## src/design/bdq_pkg.sv

```systemverilog
// bdq_pkg: shared types, constants and pointer helpers for the bounded deque.
// No dependencies; imported by every module of the block.
package bdq_pkg;

    localparam int DEPTH  = 16;
    localparam int PTR_W  = (DEPTH > 1) ? $clog2(DEPTH) : 1;
    localparam int CNT_W  = $clog2(DEPTH + 1);
    localparam int WORD_W = 32;
    localparam int FUNC_W = 3;

    localparam logic [PTR_W-1:0] PTR_LAST  = PTR_W'(DEPTH - 1);
    localparam logic [CNT_W-1:0] CNT_FULL  = CNT_W'(DEPTH);
    localparam logic [CNT_W-1:0] CNT_EMPTY = '0;

    typedef logic [PTR_W-1:0]         t_ptr;
    typedef logic [CNT_W-1:0]         t_cnt;
    typedef logic signed [WORD_W-1:0] t_word;

    // Operation codes carried by the func field; unlisted codes act as peek.
    typedef enum logic [FUNC_W-1:0] {
        FN_PUSH_FRONT = 3'd0,
        FN_PUSH_REAR  = 3'd1,
        FN_POP_FRONT  = 3'd2,
        FN_POP_REAR   = 3'd3,
        FN_PEEK       = 3'd4
    } t_func;

    typedef enum logic [1:0] {
        ST_IDLE,
        ST_READ,
        ST_LOAD
    } t_state;

    // Request from the controller to the slot memory.
    typedef struct packed {
        logic  we;
        t_ptr  waddr;
        t_word wdata;
        logic  re;
        t_ptr  raddr_front;
        t_ptr  raddr_rear;
    } t_mem_req;

    // Result bookkeeping handed to the output register.
    typedef struct packed {
        logic load;
        t_cnt count;
        logic drop;
    } t_res_info;

    function automatic t_ptr ptr_inc(input t_ptr p);
        return (p == PTR_LAST) ? '0 : p + t_ptr'(1);
    endfunction

    function automatic t_ptr ptr_dec(input t_ptr p);
        return (p == '0) ? PTR_LAST : p - t_ptr'(1);
    endfunction

endpackage

```

## src/design/bdq_mem.sv

```systemverilog
// bdq_mem: slot storage of the deque, one write port and two registered read ports.
// Depends on bdq_pkg.
module bdq_mem
    import bdq_pkg::*;
(
    input  logic     i_clk,
    input  t_mem_req i_req,
    output t_word    o_rd_front,
    output t_word    o_rd_rear
);

    t_word r_slots [DEPTH];
    t_word r_rd_front;
    t_word r_rd_rear;

    always_ff @(posedge i_clk) begin
        if (i_req.we) begin
            r_slots[i_req.waddr] <= i_req.wdata;
        end
    end

    // Hold read data until the next read request.
    always_ff @(posedge i_clk) begin
        if (i_req.re) begin
            r_rd_front <= r_slots[i_req.raddr_front];
            r_rd_rear  <= r_slots[i_req.raddr_rear];
        end
    end

    assign o_rd_front = r_rd_front;
    assign o_rd_rear  = r_rd_rear;

endmodule

```

## src/design/bdq_ctrl.sv

```systemverilog
// bdq_ctrl: sequencer, head/tail pointers and count of the deque.
// Depends on bdq_pkg; drives bdq_mem and the output register in the top level.
module bdq_ctrl
    import bdq_pkg::*;
(
    input  logic                 i_clk,
    input  logic                 i_rst_n,
    input  logic                 i_in_valid,
    input  logic [FUNC_W-1:0]    i_func,
    input  t_word                i_value,
    input  logic                 i_out_free,
    output logic                 o_in_stall,
    output t_mem_req             o_mem_req,
    output t_res_info            o_info
);

    t_state r_state, n_state;
    t_ptr   r_head, n_head;
    t_ptr   r_tail, n_tail;
    t_cnt   r_count, n_count;
    logic   r_drop, n_drop;

    logic accept;
    logic full;
    logic empty;
    logic push_we;
    t_ptr push_addr;

    assign accept = i_in_valid && (r_state == ST_IDLE);
    assign full   = (r_count >= CNT_FULL);
    assign empty  = (r_count == CNT_EMPTY);

    // Apply the operation to pointers and count.
    always_comb begin
        n_head    = r_head;
        n_tail    = r_tail;
        n_count   = r_count;
        n_drop    = r_drop;
        push_we   = 1'b0;
        push_addr = r_tail;
        if (accept) begin
            n_drop = 1'b0;
            case (i_func)
                FN_PUSH_FRONT: begin
                    if (full) begin
                        n_drop = 1'b1;
                    end else begin
                        n_head    = ptr_dec(r_head);
                        push_addr = n_head;
                        push_we   = 1'b1;
                        n_count   = r_count + t_cnt'(1);
                    end
                end
                FN_PUSH_REAR: begin
                    if (full) begin
                        n_drop = 1'b1;
                    end else begin
                        push_addr = r_tail;
                        push_we   = 1'b1;
                        n_tail    = ptr_inc(r_tail);
                        n_count   = r_count + t_cnt'(1);
                    end
                end
                FN_POP_FRONT: begin
                    if (!empty) begin
                        n_head  = ptr_inc(r_head);
                        n_count = r_count - t_cnt'(1);
                    end
                end
                FN_POP_REAR: begin
                    if (!empty) begin
                        n_tail  = ptr_dec(r_tail);
                        n_count = r_count - t_cnt'(1);
                    end
                end
                default: begin
                end
            endcase
        end
    end

    always_ff @(posedge i_clk) begin
        if (!i_rst_n) begin
            r_state <= ST_IDLE;
            r_head  <= '0;
            r_tail  <= '0;
            r_count <= '0;
            r_drop  <= 1'b0;
        end else begin
            r_state <= n_state;
            r_head  <= n_head;
            r_tail  <= n_tail;
            r_count <= n_count;
            r_drop  <= n_drop;
        end
    end

    // Next state.
    always_comb begin
        n_state = r_state;
        unique case (r_state)
            ST_IDLE: if (accept)     n_state = ST_READ;
            ST_READ:                 n_state = ST_LOAD;
            ST_LOAD: if (i_out_free) n_state = ST_IDLE;
            default:                 n_state = ST_IDLE;
        endcase
    end

    // Outputs.
    always_comb begin
        o_in_stall            = 1'b1;
        o_mem_req.we          = push_we;
        o_mem_req.waddr       = push_addr;
        o_mem_req.wdata       = i_value;
        o_mem_req.re          = 1'b0;
        o_mem_req.raddr_front = r_head;
        o_mem_req.raddr_rear  = ptr_dec(r_tail);
        o_info.load           = 1'b0;
        o_info.count          = r_count;
        o_info.drop           = r_drop;
        unique case (r_state)
            ST_IDLE: o_in_stall   = 1'b0;
            ST_READ: o_mem_req.re = 1'b1;
            ST_LOAD: o_info.load  = i_out_free;
            default: o_in_stall   = 1'b1;
        endcase
    end

endmodule

```

## src/design/bounded_deque.sv

```systemverilog
// bounded_deque: top level of a bounded double-ended queue of signed words.
// Depends on bdq_pkg, bdq_ctrl and bdq_mem.
//
//   channel | handshake                  | payload
//   --------+----------------------------+-----------------------------------------
//   input   | i_in_valid / o_in_stall    | i_func, i_value
//   output  | o_out_valid / i_out_stall  | o_front_value, o_rear_value, o_occupancy,
//           |                            | o_is_empty, o_is_full, o_dropped
//
// For each item, the accept step updates pointers and count and writes a
// pushed word, the read step reads front and rear from the slot memory, and
// the load step loads the output register once that register is free. There
// is a single memory read stage. Reset clears pointers, count and the
// sequencer; slot contents are unknown until written and are never shown before that.
// The output register holds a result under stall while the next item is
// accepted; the sequencer waits in its load step until that register frees.
module bounded_deque
    import bdq_pkg::*;
(
    input  logic              i_clk,
    input  logic              i_rst_n,
    input  logic              i_in_valid,
    output logic              o_in_stall,
    input  logic [FUNC_W-1:0] i_func,
    input  t_word             i_value,
    output logic              o_out_valid,
    input  logic              i_out_stall,
    output t_word             o_front_value,
    output t_word             o_rear_value,
    output t_cnt              o_occupancy,
    output logic              o_is_empty,
    output logic              o_is_full,
    output logic              o_dropped
);

    t_mem_req  mem_req;
    t_res_info info;
    t_word     rd_front;
    t_word     rd_rear;
    logic      out_free;

    logic  r_out_valid;
    t_word r_front;
    t_word r_rear;
    t_cnt  r_occ;
    logic  r_empty;
    logic  r_full;
    logic  r_drop;

    logic  res_empty;

    // The output register is free when empty or being taken this cycle.
    assign out_free  = !r_out_valid || !i_out_stall;
    assign res_empty = (info.count == CNT_EMPTY);

    bdq_ctrl u_ctrl (
        .i_clk      (i_clk),
        .i_rst_n    (i_rst_n),
        .i_in_valid (i_in_valid),
        .i_func     (i_func),
        .i_value    (i_value),
        .i_out_free (out_free),
        .o_in_stall (o_in_stall),
        .o_mem_req  (mem_req),
        .o_info     (info)
    );

    bdq_mem u_mem (
        .i_clk      (i_clk),
        .i_req      (mem_req),
        .o_rd_front (rd_front),
        .o_rd_rear  (rd_rear)
    );

    // Track valid: set on load, drop when the consumer takes the item.
    always_ff @(posedge i_clk) begin
        if (!i_rst_n) begin
            r_out_valid <= 1'b0;
        end else if (info.load) begin
            r_out_valid <= 1'b1;
        end else if (!i_out_stall) begin
            r_out_valid <= 1'b0;
        end
    end

    // Load the payload; an empty deque shows all ones on both ends.
    always_ff @(posedge i_clk) begin
        if (info.load) begin
            r_front <= res_empty ? '1 : rd_front;
            r_rear  <= res_empty ? '1 : rd_rear;
            r_occ   <= info.count;
            r_empty <= res_empty;
            r_full  <= (info.count >= CNT_FULL);
            r_drop  <= info.drop;
        end
    end

    assign o_out_valid   = r_out_valid;
    assign o_front_value = r_front;
    assign o_rear_value  = r_rear;
    assign o_occupancy   = r_occ;
    assign o_is_empty    = r_empty;
    assign o_is_full     = r_full;
    assign o_dropped     = r_drop;

endmodule

```

## config.mk

```make
export PLATFORM = sky130hd
export DESIGN_NAME = bounded_deque
export DESIGN_NICKNAME = d
export VERILOG_FILES = /design/src/design/bdq_pkg.sv /design/src/design/bdq_mem.sv /design/src/design/bdq_ctrl.sv /design/src/design/bounded_deque.sv
export SDC_FILE = /design/constraint.sdc
export NUM_CORES = 1
export LEC_CHECK = 0
export BUFFER_PORTS_ARGS = -buffer_cell sky130_fd_sc_hd__buf_2
export CAP_MARGIN = 5
export CORE_ASPECT_RATIO = 0.7
export CORE_MARGIN = 2
export CORE_UTILIZATION = 56
export DETAILED_ROUTE_END_ITERATION = 16
export PLACE_DENSITY = 0.76
export SKIP_LAST_GASP = 1
export SLEW_MARGIN = 5
export SYNTH_ARGS = -nofsm -noshare
export SYNTH_HDL_FRONTEND = slang
export SYNTH_SLANG_ARGS = --single-unit
```

## constraint.sdc

```tcl
create_clock -name i_clk -period 5.4 [get_ports i_clk]
set_input_delay 1.08 -clock i_clk [delete_from_list [all_inputs] [get_ports i_clk]]
set_output_delay 1.08 -clock i_clk [all_outputs]
set_load 0.1 [all_outputs]
```

Word-level counts from Yosys, hierarchy flattened
Memory sizes are Yosys's and may differ from the RTL's. A register that Yosys moved wholly into a read port is not among the register bits.
Index checks and enable logic that the tools add are counted.

storage, ports and cells
  bits in latches = 0
  bits of input ports = 39
  word-level logic and storage cells = 85
  bits in read-only memories = 0
  register bits after elaboration = 89
  RAM bits = 512
  memories = 1

cells by class
  $add $sub $neg = 6
  shifts and indexed selects = 0
  eq/ne operators = 16
  reduce and logical (&&, ||, !) cells = 18
  multiplexer cells = 31
  bitwise logic cells = 0
  div/mod/pow operators = 0
  $lt $le $gt $ge = 1
  $mul = 0

memory list
  name           words  bits a word  rd ports  clocked after Yosys merged registers in  write ports  RTL line       source
  u_mem.r_slots  16     32           2         2                                        1            bdq_mem.sv:12  t_word r_slots [DEPTH];

operators with widths
  operator                                                                 number
  4-bit two-way mux                                                        11
  4-bit one-hot mux with 2 select lines                                    2
  1-bit two-way mux                                                        12
  2-bit inequality test, second input constant                             6
  4-bit AND reduction                                                      3
  5-bit two-way mux                                                        2
  5-bit one-hot mux with 2 select lines                                    1
  4-bit by 1-bit adder with 4-bit output, second input constant            2
  4-bit equality test, second input constant                               2
  4-bit zero test                                                          2
  4-bit by 1-bit subtractor with 4-bit output, second input constant       2
  3-bit by 2-bit equality test with 1-bit output, second input constant    2
  2-bit by 1-bit inequality test with 1-bit output, second input constant  3
  2-bit one-hot mux with 3 select lines                                    1
  2-bit nonzero test                                                       3
  5-bit by 1-bit adder with 5-bit output, second input constant            1
  5-bit >= comparator, second input constant                               1
  5-bit zero test                                                          1
  5-bit by 1-bit subtractor with 5-bit output, second input constant       1
  2-bit two-way mux                                                        2
  2-bit OR reduction                                                       2
  3-bit by 1-bit equality test with 1-bit output, second input constant    1
  3-bit zero test                                                          1
  2-bit by 1-bit equality test with 1-bit output, second input constant    1
  other kinds (6)                                                          7

Depth between registers and ports, before layout
  depth after elaboration = 6
  mapped depth = 11

Cells and area by module
From an unflattened synthesis, not the netlist that was laid out.

second synthesis, totals
  cell total of the unflattened synthesis = 1485
  area, all modules = 29244.3 µm²

by module, submodules not included
  module         sequential area each (µm²)  cells each  area each (µm²)  times used
  bdq_mem        17296.6                     1141        24828.8          1
  bounded_deque  2182.1                      157         2987.9           1
  bdq_ctrl       320.3                       187         1427.6           1

Worst setup path before layout
Ideal clock, no wire load.

  kind = input-to-reg
  start = in i_out_stall
  end = reg r_drop, in the netlist o_dropped (enable)
  stages = 1
  required time = 4874 ps
  arrival = 4592 ps
  buffers on the path = 0
  setup slack = 282 ps
  path through = a21oi_1

between the ends
  cells in the longest elaborated chain, start to end = 3

RTL lines
  what                  RTL line             source
  start, declared       bounded_deque.sv:27  input logic i_out_stall,
  1-bit zero test       -
  1-bit logical OR      bounded_deque.sv:53  assign out_free = !r_out_valid || !i_out_stall;
  1-bit two-way mux     bdq_ctrl.sv:121      unique case (r_state)
  end signal, assigned  bounded_deque.sv:94  r_drop <= info.drop;
  end, declared         bounded_deque.sv:48  logic r_drop;

No other way between the ends.
A chain may end at the register's enable or synchronous reset.

Worst setup path in the final report
  start = reg u_ctrl.r_tail[1]
  end = reg u_mem.r_rd_rear[2], in the netlist u_mem.o_rd_rear[2] (read register of u_mem.r_slots) (data pin)

between the ends
  cells in the longest elaborated chain, start to end = 2

RTL lines
  what                                                                                   RTL line        source
  start, declared                                                                        bdq_ctrl.sv:19  t_ptr r_tail, n_tail;
  start signal, assigned                                                                 bdq_ctrl.sv:92  r_tail <= n_tail;
  4-bit by 1-bit subtractor with 4-bit output / 4-bit zero test (equally long branches)  bdq_pkg.sv:56   return (p == '0) ? PTR_LAST : p - t_ptr'(1);
  4-bit two-way mux *                                                                    bdq_pkg.sv:56
  end, declared                                                                          bdq_mem.sv:14   t_word r_rd_rear;

Every way passes the cells marked *; elsewhere a longest branch is shown, timed or not.

==> out/summary.txt <==
Hpwl dp -> 42,260 um
EDFF count, synth -> 648
First DRT Iteration DRCs -> 2,393
Postcts setup bufs -> 0
Post-Layout Cell Count -> 2,339
Row Count -> 69
Initial antenna violation count -> 5
Count leader, synth -> edfxtp_1
Post-CTS resize count -> 0
Worst Max-Slew Pin Slew -> 1290 ps
Hold Buf Count CTS -> 0
I/O Buffers -> 112
Initial core utilization -> 0.5698
Finished Cell Area -> 32,360 um2
Power share of the clock group -> 0.373
Final period util -> 0.6664
Status -> complete, but fails checks
Sum of negative setup slack -> 0 ps
Worst r2r src -> u_ctrl.r_tail[1]
Relative slew margins -> 0.1399
RSZ-0062 raised after global routing -> false
GRT Total Usage -> 0.2720
Pleak -> 0.009995 uW
DRC viols -> 6
Synth Cell Area -> 29,020 um2
Die height -> 194.5 um
Syn nets -> 1,555
Placed Cells -> 2,231
Antenna-violating nets left -> 0
Syn-to-layout area delta -> 11.50%
Ys flop type -> edfxtp_1
Total number of vias -> 16,590
CP Launch Point -> u_ctrl.r_tail[1]
First-pass GRT wire length -> 107,900 um
Synth area leader -> edfxtp_1
Clock skew -> 12.68 ps
Synthesized flop and latch total -> 665
Share of post-route cells with drive strength above 1 -> 0.3564
CP endpoint -> u_mem.o_rd_rear[2]
CTS clock-pin slew for the worst setup and hold paths -> 70 ps
Largest net degree at the start of global routing -> 69
H-Tree Depth -> 2
Flop pwr share -> 0.547
Top cell type's share of synthesized area -> 0.6705
Worst reg2reg path endpoint -> u_mem.o_rd_rear[2]
Global route overflow -> 0
Avg Vias per Cell -> 7.093
Mean Syn Cell Area -> 19.25 um2
Fin crit period -> 3599 ps
Clock Path Buffers -> 3
Logic pwr share -> 0.081
Core area -> 50,940 um2
Top post-synthesis cells by area -> edfxtp_1 67%, mux4_2 17%, a22o_1 2.4%, or2_2 1.4%, dfxtp_1 1.2%
Critical path required time -> 5710 ps
Clock root cell -> clkbuf_16
Peak VDD IR -> 0.3143 mV
Pre-CTS setup slack -> 1655 ps
Post-synthesis async set-or-reset flop share -> 0
Gpl congestion -> 0.8593
Fill cell count -> 3,443
Sequential share of the synthesized area -> 0.6822
PwrDens -> 327.1 nW/um2
Max cap viols -> 0
Setup violators final -> 0
Routed WL -> 72,280 um
Die area -> 53,690 um2
PnR worst setup slack -> 1801 ps
Crit start category -> flop
Post-synth top cells -> 648 x edfxtp_1, 221 x mux4_2, 81 x a22o_1, 63 x or2_2, 46 x clkbuf_1
R2R depth -> 8
Placed cell areas -> 30,580 um2
First-pass iteration count of the detailed router -> 11
Cell-internal power -> 8146 uW
Max Clock Freq -> 0.2779 GHz
CTS Sinks -> 665
WL per Instance -> 30.90 um
R2r setup slk -> 1800 ps
CTS tree -> built
Failing checks -> design-rule violations
Final hold violations -> 0
Vias in the first global route -> 16,470
Synthesized instance count -> 1,508
Fin. max-slew vios -> 0
CTS buffer count -> 60
Yosys warnings -> 0
Worst Hold Launch -> u_ctrl.r_drop
Layout Nets -> 1,667
Crit Path Max Fanout -> 33
I/O pins -> 113
Switching Fraction -> 0.2304
WS Path Type -> reg2reg
Critical path arrival -> 3910 ps
CP endpoint kind -> flop
Clk_lat worst skew -> 620 ps
Switch Pwr -> 2439 uW
Final Util -> 0.6353
Netlist cell types -> 68
Chip Width -> 276.1 um
HP Class -> reg2reg
power by group through the flow:
| stage | Sequential (uW) | Combinational (uW) | Clock (uW) |
|---|---|---|---|
| 2_1_floorplan | 5990 | 475 | 0 |
| 3_3_place_gp | 5900 | 833 | 0 |
| 3_5_place_dp | 5900 | 846 | 0 |
| 4_1_cts | 5790 | 850 | 3980 |
| 5_1_grt | 5790 | 906 | 4190 |
| 6_report | 5790 | 854 | 3940 |
layout by cell type, fill, tap and decap left out, types with 12 or more instances in the layout:
cell and count:
a21oi_1 18, nor2_1 18, clkinv_1 17, a22o_1 81
a221oi_2 21, o21ai_1 13, buf_12 13, clkbuf_16 61
a22oi_1 30, clkbuf_1 12, o211ai_1 32, dfxtp_1 14
o21ai_0 34, or2_2 63, nand2_1 22, buf_4 39
buf_2 112, edfxtp_1 648, nor2_4 17, mux4_2 221
worst max-delay path: stages, from the launching register on:
cell,delay [ps]
dfxtp_1,390
inv_1,130
ha_1,470
or3b_1,600
and3_2,620
buf_4,390
a22o_1,220
a221oi_1,270
o211ai_1,150
through the flow:
step                      power [uW]  hold WS (ps)
after detailed placement        6744         431.8
after CTS                      10620         446.0
after floorplan                 6462         408.6
after global routing           10880         461.8
after global placement          6728         421.8
final                          10580         440.3
worst min path at each step:
stage / to / cells after the start
floorplan: o_dropped / 0
global placement: o_dropped / 0
detailed placement: o_dropped / 0
CTS: o_dropped / 0
global route: o_dropped / 0
finish: o_dropped / 0
kinds of logic (layout without fill, tap and decap cells):
group           Yosys count  after routing  share of synthesized area
mux                     236            236                     0.1769
simple gates            178            178                    0.03419
buf+inv                 125            281                    0.02104
other cells               0              1                          0
flops                   665            665                     0.6822
fa+ha+maj                 8              8                   0.003707
xor+xnor                 10             10                   0.003018
compound gates          286            286                    0.07894
layout make-up:
cell class	count	area, um2	area share
Antenna cell	1	2.502	0.00007733
Clock buffer	73	1572	0.04856
Clock inverter	33	185.2	0.005722
Inverter	11	41.29	0.001276
Multi-Input combinational cell	718	8795	0.2718
Sequential cell	665	19810	0.6121
Tap cell	674	843.3	0.02606
Timing Repair Buffer	164	1114	0.03441
registers in the layout (all words and copies together), names as in the netlist:
register / cells
o_is_full: 1
u_ctrl.r_state: 2
o_rear_value: 32
u_mem.o_rd_rear: 32
u_mem.o_rd_front: 32
o_front_value: 32
u_ctrl.r_count: 5
o_dropped: 1
u_ctrl.r_head: 4
o_out_valid: 1
u_mem.r_slots: 512
o_is_empty: 1
u_ctrl.r_tail: 4
o_occupancy: 5
u_ctrl.r_drop: 1
routing by layer:
layer | track usage | up-vias | wire (um)
met5 | 0 | - | 16
met4 | 0.08419 | 2 | 1939
met3 | 0.05109 | 145 | 8274
met2 | 0.4103 | 1201 | 33420
met1 | 0.4100 | 8602 | 28630
li1 | - | 6641 | -
(Power assumes the default switching activity.)
